===== config.mk =====
export PLATFORM = sky130hd
export DESIGN_NAME = olie_cell
export DESIGN_NICKNAME = d
export VERILOG_FILES = /design/src/sv/olie_pkg.sv /design/src/sv/olie_cell.sv
export SDC_FILE = /design/constraint.sdc
export NUM_CORES = 1
export LEC_CHECK = 0
export BUFFER_PORTS_ARGS = -buffer_cell sky130_fd_sc_hd__buf_2
export CORE_MARGIN = 2
export CORE_UTILIZATION = 37
export DETAILED_ROUTE_END_ITERATION = 12
export GPL_ROUTABILITY_DRIVEN = 1
export PLACE_DENSITY = 0.85
export SLEW_MARGIN = 10
export SYNTH_ARGS = -nofsm -noshare
export SYNTH_HDL_FRONTEND = slang
export SYNTH_SLANG_ARGS = --single-unit

===== constraint.sdc =====
create_clock -name i_clk -period 2.95 [get_ports i_clk]
set_input_delay 0.295 -clock i_clk [delete_from_list [all_inputs] [get_ports i_clk]]
set_output_delay 0.295 -clock i_clk [all_outputs]
set_load 0.1 [all_outputs]

===== src/sv/olie_pkg.sv =====
// ----------------------------------------------------------------------------
// olie_pkg: shared types and codes of the ordered list engine
// Holds the transfer payloads, the operation and status codes, and the
// control groups passed between the list cells, the search unit and the top.
// ----------------------------------------------------------------------------
package olie_pkg;

    localparam int POS_W   = 9;
    localparam int VALUE_W = 32;
    localparam int INDEX_W = 8;
    localparam int COUNT_W = 9;

    localparam logic [1:0] MODE_INSERT = 2'd0;
    localparam logic [1:0] MODE_ERASE  = 2'd1;
    localparam logic [1:0] MODE_FIND   = 2'd2;

    localparam logic [1:0] STAT_OK      = 2'd0;
    localparam logic [1:0] STAT_FULL    = 2'd1;
    localparam logic [1:0] STAT_RANGE   = 2'd2;
    localparam logic [1:0] STAT_MISSING = 2'd3;

    localparam int SCAN_GROUP      = 16;
    localparam int SCAN_GROUP_BITS = 4;

    typedef struct packed {
        logic [1:0]                mode;
        logic                      at_tail;
        logic [POS_W-1:0]          pos;
        logic signed [VALUE_W-1:0] value;
    } t_req;

    typedef struct packed {
        logic [1:0]         status;
        logic [INDEX_W-1:0] found_index;
        logic [COUNT_W-1:0] count;
    } t_rsp;

    typedef struct packed {
        logic ins;
        logic ers;
        logic fnd;
    } t_cell_ctl;

    typedef struct packed {
        logic done;
        logic hit;
    } t_scan_res;

endpackage


===== src/sv/olie_cell.sv =====
// ----------------------------------------------------------------------------
// olie_cell: one list position
// Holds one entry, takes its left or right neighbor on insert or erase,
// and registers whether it matches the search word and lies inside the list.
// ----------------------------------------------------------------------------
module olie_cell import olie_pkg::*; #(
    parameter int DATA_WIDTH = 32,
    parameter int IW         = 8,
    parameter int CW         = 9,
    parameter int INDEX      = 0
) (
    input  logic                  i_clk,
    input  logic                  i_rst_n,
    input  t_cell_ctl             i_ctl,
    input  logic [IW-1:0]         i_pos,
    input  logic [CW-1:0]         i_count,
    input  logic [DATA_WIDTH-1:0] i_word,
    input  logic [DATA_WIDTH-1:0] i_left,
    input  logic [DATA_WIDTH-1:0] i_right,
    output logic [DATA_WIDTH-1:0] o_entry,
    output logic                  o_match
);

    localparam logic [IW-1:0] POS_ID = IW'(INDEX);
    localparam logic [CW-1:0] CNT_ID = CW'(INDEX);

    logic [DATA_WIDTH-1:0] r_entry;
    logic                  r_match;

    always_ff @(posedge i_clk) begin
        if (i_ctl.ins) begin
            if (POS_ID == i_pos) begin
                r_entry <= i_word;
            end else if (POS_ID > i_pos) begin
                r_entry <= i_left;
            end
        end else if (i_ctl.ers) begin
            if (POS_ID >= i_pos) begin
                r_entry <= i_right;
            end
        end
    end

    always_ff @(posedge i_clk) begin
        if (!i_rst_n) begin
            r_match <= 1'b0;
        end else if (i_ctl.fnd) begin
            r_match <= (r_entry == i_word) && (CNT_ID < i_count);
        end
    end

    assign o_entry = r_entry;
    assign o_match = r_match;

endmodule


==> results.md, run 1 <==
* Status: complete, no violations
* Syn_area_per_cell at 10.6 µm²
* Initial antenna violation count at 0
* Area Overhead vs Synth at 43.6%
* CTS tree: yes
* Max Clk Rate at 0.581 GHz
* Critical Path RT at 2.96 ns
* Cts hold-fix bufs at 0
* Ys async rst share at 0
* Setup crit start kind: input pin
* Syn Std Cell Area at 2050 µm²
* Clock power frac at 0.313
* Logic pwr share at 0.175
* Antenna Cells at 0
* Netlist cell types at 16
* Max Cap Violations at 0
* Gpl congestion at 0.750
* Placed cells at 409
* Core Rows at 27
* Die height at 78.4 µm
* Grt ovf at 0
* Net Count, Synth at 312
* Crit-path max cell delay at 0.36 ns
* CTS buffer count at 5
* Crit-path cells: buf_2 > nor4_1 > nand2_2 > buf_4 > mux2i_1 > a21oi_1
* Clk sinks at 33
* Largest net degree at the start of global routing at 39
* Clock tree buffer depth at 2
* Layout cells sized above 1 at 0.467
* Clock-pin slew on the worst setup and hold paths at 0.06 ns
* I/O pin cnt at 151
* Cts repair resizes at 0
* Post-DRT Antenna Nets at 0
* Actual transition at the worst max-transition pin at 0.492 ns
* CP Max Fanout at 19
* Synth area leaders: edfxtp_1 47%, mux2i_1 16%, xor2_1 13%, a21oi_1 7.8%, nor2_1 6.4%
* Starting Density at 0.377
* Global-route wire length before repair at 8.48 mm
* Iter 0 DRT Violations at 40
* Drt wl/cell at 12.6 µm
* Data arrival, critical path at 1.73 ns
* Hpwl dp at 4.30 mm
* Top post-synthesis cells by count: 35 x nor2_1, 32 x a21oi_1, 32 x edfxtp_1, 32 x mux2i_1, 31 x xor2_1
* Unrepaired setup endpoints after global routing: no
* All-Layer GR Usage at 0.176
* Layout Nets at 462
* DR pass1 iterations at 4
* Switch share at 0.233
* Setup TNS Final at 0 ns
* Critical-path top delay cell: buf_4
* Die ar. at 6150 µm²
* LEAKAGE at 1.55 nW
* Vias at 2004
* Final wirelength at 5.25 mm
* Int Power at 0.779 mW
* Drt drc at 0
* Register area share after synthesis at 0.478
* Power, Total at 1.02 mW
* Final Cycle Share at 0.584
* Clock root cell: clkbuf_8
* Hold Fails Final Rpt at 0
* Final setup fails at 0
* Reg power frac at 0.512
* CP endpoint kind: flop
* Top_reg_cell synth: edfxtp_1
* Non-filler cells, final at 417
* Synthesis warning total at 0
* Min-delay worst type: input pin to flop
* Peak VDD IR at 178 µV
* Vias per std cell at 4.81
* Pwr/cell area at 345 nW/µm²
* #FFs+latches synth at 33
* H-tree Lvls at 2
* Slew Viols, Final at 0
* Postcts setup bufs at 0
* Gate Count Post-Synth at 194
* Die W at 78.4 µm
* Number of synthesized flops with an enable pin at 32
* Slew margin rel. at 0.674
* PortBufs at 150
* Final min period at 1.72 ns
* Fillers at 520
* Worst-skew pair later-pin latency at 0.28 ns
* Most frequent cell after synthesis: nor2_1
* Vias in the first global route at 1909
* Synth area leader: edfxtp_1
* Sw Pwr at 0.237 mW
* Setup CP Type: input pin to flop
* Proportion of netlist area held by the largest area contributor at 0.469
* Core ar. at 5440 µm²
* Worst Clk Skew at 0.00145 ns
-- layer usage --
layer,part of all wire,wire (µm),track usage,vias to the layer above
met1,0.43,2240,0.208,905
met3,0.072,379,0.0494,6
li1,-,-,-,1005
met5,0,0,0,-
met2,0.49,2580,0.311,88
met4,0.0091,48,0.0509,0
-- cell type report --
type / count / area, µm² / share of cell area
Tap cell: 72 / 90.1 / 0.0306
Multi-Input combinational cell: 150 / 1020 / 0.345
Inverter: 1 / 3.75 / 0.00127
Clock buffer: 8 / 80.1 / 0.0272
Timing Repair Buffer: 153 / 773 / 0.263
Sequential cell: 33 / 981 / 0.333
-- cell families (layout without fill, tap and decap cells) --
logic type      Yosys count  count (layout)  share of synthesized area
mux                      32              32                      0.156
simple gates             53              53                      0.115
flops                    33              33                      0.478
xor+xnor                 32              32                      0.137
compound gates           33              33                     0.0824
buf+inv                  11             162                     0.0311
-- metrics by stage --
stage               utilization  hold WS (ns)  setup slack [ns]  instance area [µm²]
floorplan                     -         0.452             0.174                 2050
global placement          0.527         0.466             0.951                 2860
detailed placement        0.527         0.482             0.887                 2860
CTS                       0.541         0.269              1.20                 2940
global route              0.541         0.278              1.03                 2940
finish                    0.541         0.284              1.23                 2940
-- flip-flops by register name, summed over array words and instances, names as in the netlist --
| name | flops |
|---|---|
| o_entry | 32 |
| o_match | 1 |
-- path summary, 6_finish.rpt --
path,startpoint,to,slack [ns],cells after the start
worst max-delay path,i_pos[3],o_entry[3],1.23,6
worst min-delay path,i_rst_n,o_match,0.28,2
worst max register to register,o_entry[1],o_match,1.35,5
worst min register to register,o_match,o_match,0.49,1
-- cells in the final DEF, fill, tap and decap left out, drive strengths merged, types with 3 or more instances in the layout --
cell type	netlist	layout
clkbuf	7	8
edfxtp	32	32
nand4	3	3
buf	3	153
nor2	35	35
nor4	10	10
xor2	31	31
mux2i	32	32
a21oi	32	32
nor3	3	3
-- critical path, delay by kind of cell --
family,cells,cell delay [ns]
buf+inv,2,0.45
compound gates,1,0.09
mux,1,0.21
simple gates,2,0.67
-- power groups by stage --
stage / clock [mW] / sequential, mW / combinational (mW)
3_5_place_dp: 0 / 0.530 / 0.179
2_1_floorplan: 0 / 0.539 / 0.0697
3_3_place_gp: 0 / 0.530 / 0.174
5_1_grt: 0.352 / 0.519 / 0.200
6_report: 0.318 / 0.520 / 0.178
4_1_cts: 0.328 / 0.520 / 0.179
Note: power is estimated with default switching activity, not from simulation.
==> inputs of run 2 (changes only) <==
--- a/config.mk
+++ b/config.mk
@@ -7,10 +7,10 @@
 export LEC_CHECK = 0
 export BUFFER_PORTS_ARGS = -buffer_cell sky130_fd_sc_hd__buf_2
 export CORE_MARGIN = 2
-export CORE_UTILIZATION = 37
+export CORE_UTILIZATION = 41
 export DETAILED_ROUTE_END_ITERATION = 12
 export GPL_ROUTABILITY_DRIVEN = 1
-export PLACE_DENSITY = 0.85
+export PLACE_DENSITY = 0.89
 export SLEW_MARGIN = 10
 export SYNTH_ARGS = -nofsm -noshare
 export SYNTH_HDL_FRONTEND = slang
==> constraint.sdc (replaced) <==
create_clock -name i_clk -period 1.8 [get_ports i_clk]
set_input_delay 0.18 -clock i_clk [delete_from_list [all_inputs] [get_ports i_clk]]
set_output_delay 0.18 -clock i_clk [all_outputs]
set_load 0.1 [all_outputs]
==> run 2 against run 1 <==
  * Sequential share of layout area fell by 0.36 points
  * Setup slack got worse by 1.0 ns
  * Critical path depth is 1 lower
  * Clock skew increased by 0.0046 ns
  * Count of clock-buffer cells in the layout unchanged
  * Combinational power rose by 66%
  * Sequential power rose by 64%
  * Largest power group unchanged
  * Critical endpoint is now o_match
  * Register-to-register slack got worse by 1.1 ns
  * Critical path type is now flop to flop
  * Power up 69%
  * First-iteration DRC count fell by 30%
==> results.md, run 2 (synthesis gave the netlist of run 1 again) <==
* Status: complete, no violations
* Area Overhead vs Synth at 45.1%
* PortBufs at 150 (unchanged)
* Antenna Cells at 0 (unchanged)
* Unrepaired setup endpoints after global routing: no
* Global-route wire length before repair at 8.32 mm (-1.9%)
* I/O pin cnt at 151 (unchanged)
* Max FFs per register at 32 (unchanged)
* Hold Fails Final Rpt at 0 (unchanged)
* Max Cap Violations at 0 (unchanged)
* Core Rows at 25 (-7.4%)
* Worst-skew pair later-pin latency at 0.28 ns (about the same)
* DR pass1 iterations at 4 (unchanged)
* Die height at 74.7 µm (-4.7%)
* Drt drc at 0 (unchanged)
* Gpl congestion at 0.756 (+0.83%)
* All-Layer GR Usage at 0.202 (+0.0256)
* LEAKAGE at 1.57 nW (+1.3%)
* CTS buffer count at 5 (unchanged)
* Setup CP Type: flop to flop
* Postcts setup bufs at 0 (unchanged)
* Drt wl/cell at 13.2 µm (+5.2%)
* Max Clk Rate at 0.632 GHz
* Final wirelength at 5.50 mm (+4.7%)
* Peak VDD IR at 335 µV (+88%)
* Vias in the first global route at 2022 (+5.9%)
* Non-filler cells, final at 415 (-0.48%)
* Vias at 2021 (+0.85%)
* Die ar. at 5580 µm² (-9.3%)
* Initial antenna violation count at 0 (unchanged)
* CTS tree: yes
* Core ar. at 4790 µm² (-12%)
* Fillers at 424 (-18%)
* Pwr/cell area at 576 nW/µm² (+67%)
* Min-delay src: i_rst_n
* Reg-to-Reg Start: o_entry[17]
* Layout Nets at 465 (+0.65%)
* Final min period at 1.58 ns
* Clock tree buffer depth at 2 (unchanged)
* Most common cell after layout, fill and taps aside: buf_2
* Power, Total at 1.71 mW (+69%)
* CP Max Fanout at 2 (-17)
* Die W at 74.7 µm (-4.7%)
* Placed cells at 407 (-0.49%)
* Actual transition at the worst max-transition pin at 0.493 ns (+0.000804 ns)
* Slew margin rel. at 0.674 (about the same)
* Vias per std cell at 4.87 (+1.3%)
* Clock root cell: clkbuf_8
* Critical Path RT at 2.03 ns (-0.93 ns)
* Hpwl dp at 4.52 mm (+5.1%)
* Critical Path Source: o_entry[17]
* Starting Density at 0.428 (+0.0515)
* Commonest cells after routing, fill and taps aside: 150 x buf_2, 34 x nor2_1, 32 x mux2i_1, 32 x a21oi_1, 32 x edfxtp_1
* Min-delay worst type: input pin to flop
* Worst Clk Skew at 0.00602 ns (+0.00457 ns)
* Iter 0 DRT Violations at 28 (-30%)
* CP endpoint kind: flop
* Largest net degree at the start of global routing at 42 (+7.7%)
* Final setup fails at 0 (unchanged)
* Clk sinks at 33 (unchanged)
* Cts repair resizes at 0 (unchanged)
* Final Cycle Share at 0.879
* Cts hold-fix bufs at 0 (unchanged)
* H-tree Lvls at 2 (unchanged)
* Clock-pin slew on the worst setup and hold paths at 0.06 ns (about the same)
* Slew Viols, Final at 0 (unchanged)
* Post-DRT Antenna Nets at 0 (unchanged)
* Setup crit start kind: flop
* Data arrival, critical path at 1.81 ns (+0.08 ns)
* Grt ovf at 0 (unchanged)
* Layout cells sized above 1 at 0.477 (+0.0103)
## run 2: power by group
| part | internal (mW) | leakage, nW | switching (mW) | total (mW) |
|---|---|---|---|---|
| Clock | 0.312 | 0.0455 | 0.256 | 0.567 |
| Combinational | 0.153 | 1.22 | 0.142 | 0.295 |
| Sequential | 0.850 | 0.306 | 0.00143 | 0.852 |
## run 2: cell type report
type,count,area [µm²],area share
multi-input cells,150,1020,0.343
flip-flops and latches,33,981,0.330
repair buffers,156,796,0.267
clock buffers,8,90.1,0.0303
well taps,67,83.8,0.0282
inverters,1,3.75,0.00126
## run 2: path summary, 6_finish.rpt
check            end  slack [ns]  depth (start not counted)
max          o_match        0.22                          5
min          o_match        0.16                          2
max reg2reg  o_match        0.22                          5
min reg2reg  o_match        0.48                          1
## run 2: per-layer routing
metal  wire (µm)  up-vias  global-route usage
li1            -     1011                   -
met1        2120      912               0.199
met2        2920       94               0.397
met3         408        4              0.0602
met4          44        0              0.0655
met5           0        -                   0
## run 2: stage by stage
step	setup TNS (ns)	setup slack [ns]	hold WS, ns	util	area [µm²]
after global placement	0	0.205	0.441	0.602	2880
after global routing	0	0.0100	0.157	0.622	2980
after floorplan	-0.0100	-0.0100	0.337	-	2060
after CTS	0	0.198	0.150	0.621	2970
after detailed placement	0	0.207	0.447	0.602	2880
final	0	0.218	0.161	0.622	2980
## run 2: critical path: stages, from the launching register on
cell,delay (ns)
edfxtp_1,0.41
xor2_1,0.16
nor4_1,0.39
nand4_1,0.21
nor3_1,0.24
a31o_2,0.13
