[config.mk]
export PLATFORM = sky130hd
export DESIGN_NAME = olie_scan
export DESIGN_NICKNAME = d
export VERILOG_FILES = /design/src/sv/olie_pkg.sv /design/src/sv/olie_scan.sv
export SDC_FILE = /design/constraint.sdc
export NUM_CORES = 1
export LEC_CHECK = 0
export ABC_AREA = 1
export BUFFER_PORTS_ARGS = -buffer_cell sky130_fd_sc_hd__buf_4
export CORE_AREA = 4 4 107 109
export DETAILED_ROUTE_END_ITERATION = 6
export DIE_AREA = 0 0 111 113
export PLACE_DENSITY_LB_ADDON = 0.25
export SLEW_MARGIN = 25
export SYNTH_ARGS = -nofsm -noshare
export SYNTH_HDL_FRONTEND = slang
export SYNTH_SLANG_ARGS = --single-unit
[constraint.sdc]
create_clock -name i_clk -period 7.2 [get_ports i_clk]
set_input_delay 0.36 -clock i_clk [delete_from_list [all_inputs] [get_ports i_clk]]
set_output_delay 0.36 -clock i_clk [all_outputs]
set_load 0.02 [all_outputs]
[src/sv/olie_pkg.sv]
// ----------------------------------------------------------------------------
// olie_pkg: shared types and codes of the ordered list engine
// Holds the transfer payloads, the operation and status codes, and the
// control groups passed between the list cells, the search unit and the top.
// ----------------------------------------------------------------------------
package olie_pkg;

    localparam int POS_W   = 9;
    localparam int VALUE_W = 32;
    localparam int INDEX_W = 8;
    localparam int COUNT_W = 9;

    localparam logic [1:0] MODE_INSERT = 2'd0;
    localparam logic [1:0] MODE_ERASE  = 2'd1;
    localparam logic [1:0] MODE_FIND   = 2'd2;

    localparam logic [1:0] STAT_OK      = 2'd0;
    localparam logic [1:0] STAT_FULL    = 2'd1;
    localparam logic [1:0] STAT_RANGE   = 2'd2;
    localparam logic [1:0] STAT_MISSING = 2'd3;

    localparam int SCAN_GROUP      = 16;
    localparam int SCAN_GROUP_BITS = 4;

    typedef struct packed {
        logic [1:0]                mode;
        logic                      at_tail;
        logic [POS_W-1:0]          pos;
        logic signed [VALUE_W-1:0] value;
    } t_req;

    typedef struct packed {
        logic [1:0]         status;
        logic [INDEX_W-1:0] found_index;
        logic [COUNT_W-1:0] count;
    } t_rsp;

    typedef struct packed {
        logic ins;
        logic ers;
        logic fnd;
    } t_cell_ctl;

    typedef struct packed {
        logic done;
        logic hit;
    } t_scan_res;

endpackage

[src/sv/olie_scan.sv]
// ----------------------------------------------------------------------------
// olie_scan: first-match search over the cell match flags
// Walks the flags one group per cycle from the front and stops at the first
// set flag or at the group that holds the end of the list.
// ----------------------------------------------------------------------------
module olie_scan import olie_pkg::*; #(
    parameter int CAPACITY = 256,
    parameter int CW       = 9,
    parameter int GW       = 4
) (
    input  logic                         i_clk,
    input  logic                         i_rst_n,
    input  logic                         i_start,
    input  logic [CAPACITY-1:0]          i_match,
    input  logic [CW-1:0]                i_count,
    output t_scan_res                    o_res,
    output logic [GW+SCAN_GROUP_BITS-1:0] o_index
);

    localparam int NG   = (CAPACITY + SCAN_GROUP - 1) / SCAN_GROUP;
    localparam int PADW = NG * SCAN_GROUP;
    localparam int BW   = (CW > GW + SCAN_GROUP_BITS + 1) ? CW : GW + SCAN_GROUP_BITS + 1;

    logic                       r_busy;
    logic [GW-1:0]              r_group;
    logic [PADW-1:0]            w_pad;
    logic [SCAN_GROUP-1:0]      w_bits;
    logic [SCAN_GROUP_BITS-1:0] w_low;
    logic [BW-1:0]              w_next_base;
    logic                       w_any;
    logic                       w_last;

    assign w_pad  = PADW'(i_match);
    assign w_bits = w_pad[r_group*SCAN_GROUP +: SCAN_GROUP];
    assign w_any  = |w_bits;

    always_comb begin
        w_low = '0;
        for (int k = SCAN_GROUP - 1; k >= 0; k--) begin
            if (w_bits[k]) begin
                w_low = SCAN_GROUP_BITS'(k);
            end
        end
    end

    assign w_next_base = (BW'(r_group) + BW'(1)) << SCAN_GROUP_BITS;
    assign w_last      = w_next_base >= BW'(i_count);

    assign o_res.done = r_busy && (w_any || w_last);
    assign o_res.hit  = r_busy && w_any;
    assign o_index    = {r_group, w_low};

    always_ff @(posedge i_clk) begin
        if (!i_rst_n) begin
            r_busy <= 1'b0;
        end else if (i_start) begin
            r_busy  <= 1'b1;
            r_group <= '0;
        end else if (r_busy) begin
            if (w_any || w_last) begin
                r_busy <= 1'b0;
            end else begin
                r_group <= r_group + GW'(1);
            end
        end
    end

endmodule

==> metrics.txt, run 1 <==
HP Start=i_rst_n; H-tree depth=1; layout cells sized above 1=0.374; Hold Path Stages=3; Reg area=140 um^2; endpoint class of the critical path=primary output; Skew-Pair Late Insertion Delay=between 0.2 and 0.25 ns; unrepaired setup endpoints after global routing=false; leakage power=about 2.5 nW; power density over the cells=69.4 nW/um^2; CTS buffer count=3; reg2reg start=r_group[0]; final period utilization=0.535; Final Hold Fails=0; initial antenna violation count=0; DRT iter0 DRCs=between 400 and 500; input/output buffers=approximately 280; DR vias/cell=between 5 and 6; Syn. warnings=0; Final Critical Period=3.85 ns; worst setup path class=flop to primary output; clock root cell=clkbuf_8; Antenna Nets Post-Route=0; worst hold-check path type=input pin to flop; initial core utilization=0.280; worst r2r dst=r_group[1]; critical-path cell list=buf_4 -> buf_4 -> ha_1 -> ha_1 -> inv_1 -> nor2_1 -> o21a_1 -> o21a_1 -> o21a_1 -> o31ai_1 -> inv_1 -> buf_4; Synth Instances=between 500 and 600; CTS max path bufs=2; Arr. time, crit path=3.49 ns; first-pass GRT wire length=23100 um; crit path from=r_group[0]; io pins=278; Distinct cells, synth=31; Post-Route Setup TNS=0 ns; Critical-path top delay cell=buf_4; Layout Nets=1075; # rows=38; total iterations of the first detailed-routing run=4; post-CTS setup buffers=0; most frequent cells in the layout=281 x buf_4, 141 x nor2_1, 101 x o21ai_0, 73 x nand2_1, 42 x inv_1; MaxCap Viol Count=0; Hold Path End=r_busy; Worst EP required=6.84 ns; post-DP HPWL=11500 um; Post-Syn Nets=between 800 and 900; Core ar.=10600 um^2; Post-Syn Area=2970 um^2; Setup Skew=roughly 0.00063 ns; Tot GR Track Use=0.219; peak supply drop=~0.000037 V; Critical Path Fanout Max=68; Layout area overhead=68.7%; pins over their slew limit=0; hold_buf cts=0; Worst slew margin=0.334; Avg Cell Area, Syn=~5.2 um^2; crit path launch type=flop; # DRC=0; routed via count=4812; diode count=0; Crit path largest cell delay=0.62 ns; die area=~13000 um^2; Layout fillers=1116; setup violators final=0; synthesis-stage register bit count=5; outcome=finished clean; Placer Congestion=0.911; upper clock frequency limit=260 MHz; R2R cell count=12; area taken by multi-input logic gates=around 2400 um^2; CTS sink cnt=5; die width=around 110 um; Slew @ Worst Pin=1.00 ns; vias in the first global route=4637; commonest non-fill, non-tap cell in the layout=buf_4; R2R setup slack=3.57 ns; CTS clk-pin slew, worst paths=0.03 ns; total grt overflow=0; Routed wire per std cell=between 15 and 20 um; TritonCTS clock tree=built; drt total wl=14900 um; Util after Layout=0.472; Seq/Total Area, Yosys=0.0473; post_cts resized=0; largest net degree at the start of global routing=127; die span in y=113 um
[metrics by stage]
stage	instance area, um^2	total power, mW	cells	hold slack, ns	setup slack (ns)
finish	5000	0.347	940	0.390	3.35
global route	5000	0.380	940	0.403	3.01
CTS	5000	0.351	940	0.390	3.39
detailed placement	4960	0.298	936	0.531	3.59
global placement	4960	0.296	936	0.538	3.65
floorplan	2970	0.158	566	0.486	4.30
[registers in the layout, summed over array words and instances, names as in the netlist]
signal   flops
r_busy       1
r_group      4
[layout make-up]
cell class	count	area share
well taps	140	0.0350
flip-flops and latches	5	0.0280
multi-input cells	465	0.472
clock buffers	4	0.00900
repair buffers	281	0.422
inverters	45	0.0348
[synthesized netlist by cell type, drive strengths merged]
library cell / number / share of area
o221ai: 35 / 0.10
buf: 29 / 0.071
inv: 44 / 0.057
ha: 6 / 0.025
dfxtp: 1 / 0.0068
nand2: 76 / 0.099
a31oi: 2 / 0.0042
o31ai: 2 / 0.0051
clkbuf: 22 / 0.028
nand3: 41 / 0.069
o21ai: 113 / 0.19
nor2: 147 / 0.19
clkinv: 1 / 0.0013
a21oi: 2 / 0.0034
nor3: 4 / 0.0084
o21a: 3 / 0.0076
a21boi: 2 / 0.0051
o211ai: 20 / 0.056
edfxtp: 4 / 0.041
o22ai: 11 / 0.023
xor2: 1 / 0.0030
[where the power goes]
part | switching, mW | internal (mW) | leakage (nW)
sequential | 0.00227 | 0.0331 | 0.0468
clock | 0.0128 | 0.0379 | 0.0228
combinational | 0.119 | 0.142 | 2.44
[layer usage]
layer	wire (um)	share of wire	up-vias	GRT usage
met5	0	0	-	0
met4	248	0.017	0	0.0493
met3	1110	0.074	16	0.0358
met2	7580	0.51	200	0.400
met1	6010	0.40	2176	0.270
li1	-	-	2420	-
[worst max path at each step]
stage / endpoint
2_1_floorplan: r_group[0]
3_3_place_gp: o_res[1]
3_5_place_dp: r_group[2]
4_1_cts: o_res[1]
5_1_grt: o_res[1]
6_report: o_res[1]
[kinds of logic (layout without fill, tap and decap cells)]
group / after synthesis / count (layout) / share of synthesized area
AND/OR/NAND/NOR: 268 / 268 / 0.369
AO/OA/AOI/OAI: 190 / 190 / 0.398
buffers and inverters: 96 / 330 / 0.157
adder cells (fa/ha/maj): 6 / 6 / 0.0253
flip-flops: 5 / 5 / 0.0473
XOR/XNOR: 1 / 1 / 0.00295
[worst max-delay path: cells and delay by family, from the launching register on]
| family | cells | cell delay, ns |
|---|---|---|
| AOI/OAI and AO/OA | 4 | 0.71 |
| buffers and inverters | 5 | 1.42 |
| and+or+nand+nor | 1 | 0.04 |
| adders and majority gates | 2 | 0.62 |
| DFF | 1 | 0.41 |
No activity file was read; power rests on OpenSTA's default activity.
==> run 2: changes to the inputs <==
- CORE_AREA: 4 4 107 109 -> 4 4 105 107
- DIE_AREA: 0 0 111 113 -> 0 0 109 111
- clock period: 7.2 -> 3.91 ns (I/O delays scaled with it)
==> metrics.txt, run 2 (synthesis gave the netlist of run 1 again) <==
final period utilization=0.801; Worst EP required=3.71 ns; wire length on met2=7590 um; unrepaired setup endpoints after global routing=false; commonest non-fill, non-tap cell in the layout=buf_4; DR vias/cell=5.28; input/output buffers=~280; top flop regs=r_group: 4 flops, r_busy: 1 flops; peak supply drop=0.0000762 V; Skew-Pair Late Insertion Delay=between 0.2 and 0.25 ns; Util after Layout=0.496; Tot GR Track Use=0.232; CTS buffer count=3; Final Worst Setup Slack=~0.8 ns; Final Critical Period=3.13 ns; Critical Path Fanout Max=70; fin cells=939; MaxCap Viol Count=0; outcome=finished clean; Setup Skew=0.00255 ns; die area=12100 um^2; die span in y=~110 um; Placer Congestion=0.878; io pins=278; most frequent cells in the layout=283 x buf_4, 141 x nor2_1, 101 x o21ai_0, 73 x nand2_1, 42 x inv_1; DRT iter0 DRCs=385; Post-Layout Inst Area=5030 um^2; CTS max path bufs=2; Inst Count DP=~940; post-CTS setup buffers=0; drt total wl=15300 um; TritonCTS clock tree=built; Layout area overhead=69.7%; placed inst area=4990 um^2; Core ar.=10100 um^2; Slew @ Worst Pin=0.949 ns; Layout Nets=1078; total grt overflow=0; post-DP HPWL=approximately 12000 um; Top reg by flops=r_group; CTS sink cnt=5; layout cells sized above 1=0.376; top routing layer in use=met4; CTS clk-pin slew, worst paths=~0.04 ns; Post-Route Setup TNS=0 ns; initial core utilization=0.292; leakage power=2.53 nW; vias in the first global route=4790; total iterations of the first detailed-routing run=5; largest net degree at the start of global routing=84; worst setup path class=flop to primary output; pins over their slew limit=0; Post-Place Setup Slack=0.930 ns; H-tree depth=1; upper clock frequency limit=319 MHz; max reg flops=4; met1 WL=5960 um; routed via count=around 5000; post_cts resized=0; Worst slew margin=0.367; Final Hold Fails=0; first-pass GRT wire length=23300 um; setup violators final=0; Antenna Nets Post-Route=0; initial antenna violation count=0; Arr. time, crit path=2.94 ns; diode count=0; die width=about 110 um; # DRC=0; met3 wire length=1520 um; power density over the cells=128 nW/um^2; crit path launch type=flop; clock root cell=clkbuf_8; hold_buf cts=0; worst hold-check path type=input pin to flop; Routed wire per std cell=16.3 um; # rows=37; endpoint class of the critical path=primary output
run 2: critical path, stage by stage, from the launching register on:
cell and delay [ns]:
edfxtp_1 0.40, buf_4 0.56, ha_1 0.37, ha_1 0.28
inv_1 0.06, nor2_1 0.04, o21a_1 0.16, o21a_1 0.16
o21a_1 0.19, o31ai_1 0.24, inv_1 0.08, buf_4 0.16
run 2: final cells by class:
class                   instances  area, um^2
inverters                      45         171
well taps                     136         170
repair buffers                284        2140
clock buffers                   4        45.0
flip-flops and latches          5         140
fillers                      1037        5110
multi-input cells             465        2360
run 2: final timing paths:
kind	cells past startpoint	end	slack, ns	start
setup / recovery	11	o_res[1]	0.78	r_group[0]
hold / removal	3	r_busy	0.23	i_rst_n
setup reg to reg	11	r_group[2]	0.89	r_group[0]
hold reg to reg	2	r_busy	0.55	r_busy
run 2: stage by stage:
stage	hold WS [ns]	power, mW
after floorplan	0.324	0.291
after global placement	0.437	0.541
after detailed placement	0.464	0.547
after CTS	0.230	0.649
after global routing	0.262	0.702
final	0.230	0.645
run 2: where the power goes:
group / switching [mW] / internal (mW) / leakage [nW] / total, mW
Sequential: 0.00160 / 0.0608 / 0.0468 / 0.0624
Combinational: 0.221 / 0.264 / 2.46 / 0.486
Clock: 0.0268 / 0.0701 / 0.0228 / 0.0969
Total: 0.250 / 0.395 / 2.53 / 0.645
run 2: metal layers:
| layer | GRT usage | up-vias |
|---|---|---|
| met2 | 0.414 | 261 |
| li1 | - | 2432 |
| met5 | 0 | - |
| met3 | 0.0478 | 21 |
| met4 | 0.0480 | 0 |
| met1 | 0.284 | 2244 |
==> run 3: changes to the inputs <==
- ABC_AREA: 1 -> 0
- CORE_AREA: 4 4 105 107 -> default
- CORE_ASPECT_RATIO: default -> 0.75
- CORE_MARGIN: default -> 4
- CORE_UTILIZATION: default -> 36
- DIE_AREA: 0 0 109 111 -> default
- clock period: 3.91 -> 2.5 ns (I/O delays scaled with it)
==> metrics.txt, run 3 <==
outcome=complete, but fails checks; failing checks=negative setup slack; Crit path largest cell delay=0.50 ns; DR vias/cell=5.69; vias in the first global route=4652; Worst slew margin=0.686; Internal Power=1.02 mW; Avg Cell Area, Syn=around 11 um^2; fin cells=750; pins over their slew limit=0; Reg power frac=0.065; synthesis-stage register bit count=5; Layout fillers=600; Final Worst Setup Slack=-0.657 ns; CTS sink cnt=5; sw frac=0.321; most frequent cell after synthesis=mux4_2; power density over the cells=between 200 and 250 nW/um^2; total iterations of the first detailed-routing run=4; setup violators final=11; routed via count=4264; top post-synthesis cells by count=62 x mux4_2, 31 x nor2_1, 19 x nor3_1; cell taking the most area after synthesis=mux4_2; peak supply drop=roughly 0.00014 V; endpoint class of the critical path=primary output; reg2reg start=r_group[1]; leakage power=just over 3 nW; initial core utilization=0.379; Layout area overhead=102%; critical-path cell list=buf_6 -> buf_12 -> buf_4 -> buf_4 -> mux4_2 -> mux4_2 -> or3_4 -> buf_6 -> o31a_1 -> buf_6; Top reg by flops=r_group; CTS buffer count=3; Inst Count DP=710; Post-Syn Area=3280 um^2; MaxCap Viol Count=0; total grt overflow=0; input/output buffers=277; Syn. warnings=0; # rows=29; crit path launch type=flop; drt total wl=15700 um; placed inst area=a little under 6000 um^2; diode count=0; Synth Instances=294; Post-Place Setup Slack=-0.668 ns; hold_buf cts=0; share of total power in the clock network=0.176; post-DP HPWL=12400 um; die width=between 100 and 150 um; largest net degree at the start of global routing=41; worst hold-check path type=input pin to flop; worst setup path class=flop to primary output; clock root cell=clkbuf_16; Setup Skew=0.000107 ns; final period utilization=1.26; # DRC=0; most frequent cells in the layout=347 x buf_4, 68 x mux4_2, 30 x nor2_1, 13 x nor3_1, 12 x buf_6; upper clock frequency limit=around 320 MHz; Placer Congestion=between 0.8 and 0.9; TritonCTS clock tree=built; CTS clk-pin slew, worst paths=about 0.030 ns; Final Hold Fails=0; Hold Path End=r_group[0]; Post-Syn Nets=568; Post-Layout Inst Area=approximately 6600 um^2; top flop regs=r_group: 4 flops, r_busy: 1 flops; Area contributors post-synth=mux4_2 43%, mux4_1 8.0%, edfxtp_1 3.7%; Slew @ Worst Pin=0.464 ns; Core ar.=around 8700 um^2; first-pass GRT wire length=23800 um; die area=10700 um^2; Util after Layout=0.765; unrepaired setup endpoints after global routing=true; Top FF cell, synth=edfxtp_1; Critical Path Fanout Max=8; most frequent CP cell=buf_6; Antenna Nets Post-Route=0; Worst EP required=2.38 ns; worst r2r dst=r_group[2]; number of enable flip-flop cells after synthesis=4; Final Critical Period=3.16 ns; H-tree depth=1; initial antenna violation count=0; Seq/Total Area, Yosys=0.0427; Distinct cells, synth=67; Skew-Pair Late Insertion Delay=0.23 ns; Tot GR Track Use=0.274; async set or reset register ratio after synthesis=0; Arr. time, crit path=roughly 3.0 ns; Logic pwr share=0.758; R2R setup slack=-0.63 ns; commonest non-fill, non-tap cell in the layout=buf_4; Critical-path top delay cell=mux4_2; DRT iter0 DRCs=177; max reg flops=4; CTS max path bufs=2; Layout Nets=917; Post-Route Setup TNS=-6.28 ns; Pwr Total=1.51 mW; die span in y=90.7 um; io pins=between 200 and 300; Routed wire per std cell=about 21 um; hold slack=roughly 0.22 ns; post-synth top area share=0.425; HP Start=i_start; Hold Path Stages=2; R2R cell count=10; Net Sw Power=0.483 mW; layout cells sized above 1=0.766
run 3: cell types whose count changed in the layout (fill, tap and decap cells not counted), moves of 12 or more:
cell | before | now
buf_4 | 283 | 347
buf_6 | 0 | 12
inv_1 | 42 | 7
mux4_2 | 0 | 68
nand2_1 | 73 | 7
nand3_1 | 41 | 1
nor2_1 | 141 | 30
o211ai_1 | 17 | 3
o21ai_0 | 101 | 2
o21ai_1 | 12 | 0
o221ai_1 | 35 | 1
run 3: how the worst max path moves through the flow:
stage / end / slack [ns] / start
floorplan: r_group[0] / -0.52 / r_group[0]
global placement: r_group[2] / -0.57 / r_group[1]
detailed placement: r_group[1] / -0.67 / r_group[1]
CTS: o_res[1] / -0.58 / r_group[0]
global route: r_group[2] / -0.77 / r_group[0]
finish: o_res[0] / -0.66 / r_group[1]
run 3: repair_timing:
action | in CTS | in global routing
pin swaps | 12 | 21
setup buffers | 16 | 16
setup endpoints to repair | 11 | 11
resized for setup | 43 | 33
gates cloned | 3 | 2
run 3: per-layer routing:
metal | vias to the layer above | part of all wire | GRT usage | wire length (um)
li1 | 1969 | - | - | -
met1 | 2077 | 0.39 | 0.336 | 6070
met2 | 196 | 0.53 | 0.497 | 8310
met3 | 22 | 0.072 | 0.0551 | 1130
met4 | 0 | 0.014 | 0.0556 | 213
met5 | - | 0 | 0 | 0
run 3: kinds of logic after synthesis:
family          after synthesis  share of synthesized area
compound gates               69                      0.169
xor+xnor                      2                    0.00534
fa+ha+maj                     6                     0.0229
buf+inv                      38                     0.0781
flops                         5                     0.0427
mux                          81                      0.535
simple gates                 93                      0.147
run 3: area by class of cell:
cell class | instances | area, um^2 | share of cell area
tap | 108 | 135 | 0.0204
sequential | 5 | 140 | 0.0211
clock buffer | 4 | 78.8 | 0.0119
inverter | 9 | 33.8 | 0.00509
multi-input combinational | 251 | 3190 | 0.481
timing repair buffer | 373 | 3060 | 0.461
run 3: power groups by stage:
stage,clock network [mW],registers [mW],logic (mW)
2_1_floorplan,0,0.104,0.487
3_3_place_gp,0,0.101,0.973
3_5_place_dp,0,0.101,0.992
4_1_cts,0.270,0.0981,1.07
5_1_grt,0.274,0.0990,1.22
6_report,0.266,0.0986,1.14
run 3: critical path: cells and delay by family, from the launching register on:
family | cells | cell delay (ns)
buffers and inverters | 6 | 0.86
muxes | 2 | 0.77
and+or+nand+nor | 1 | 0.43
DFF | 1 | 0.42
AOI/OAI and AO/OA | 1 | 0.31
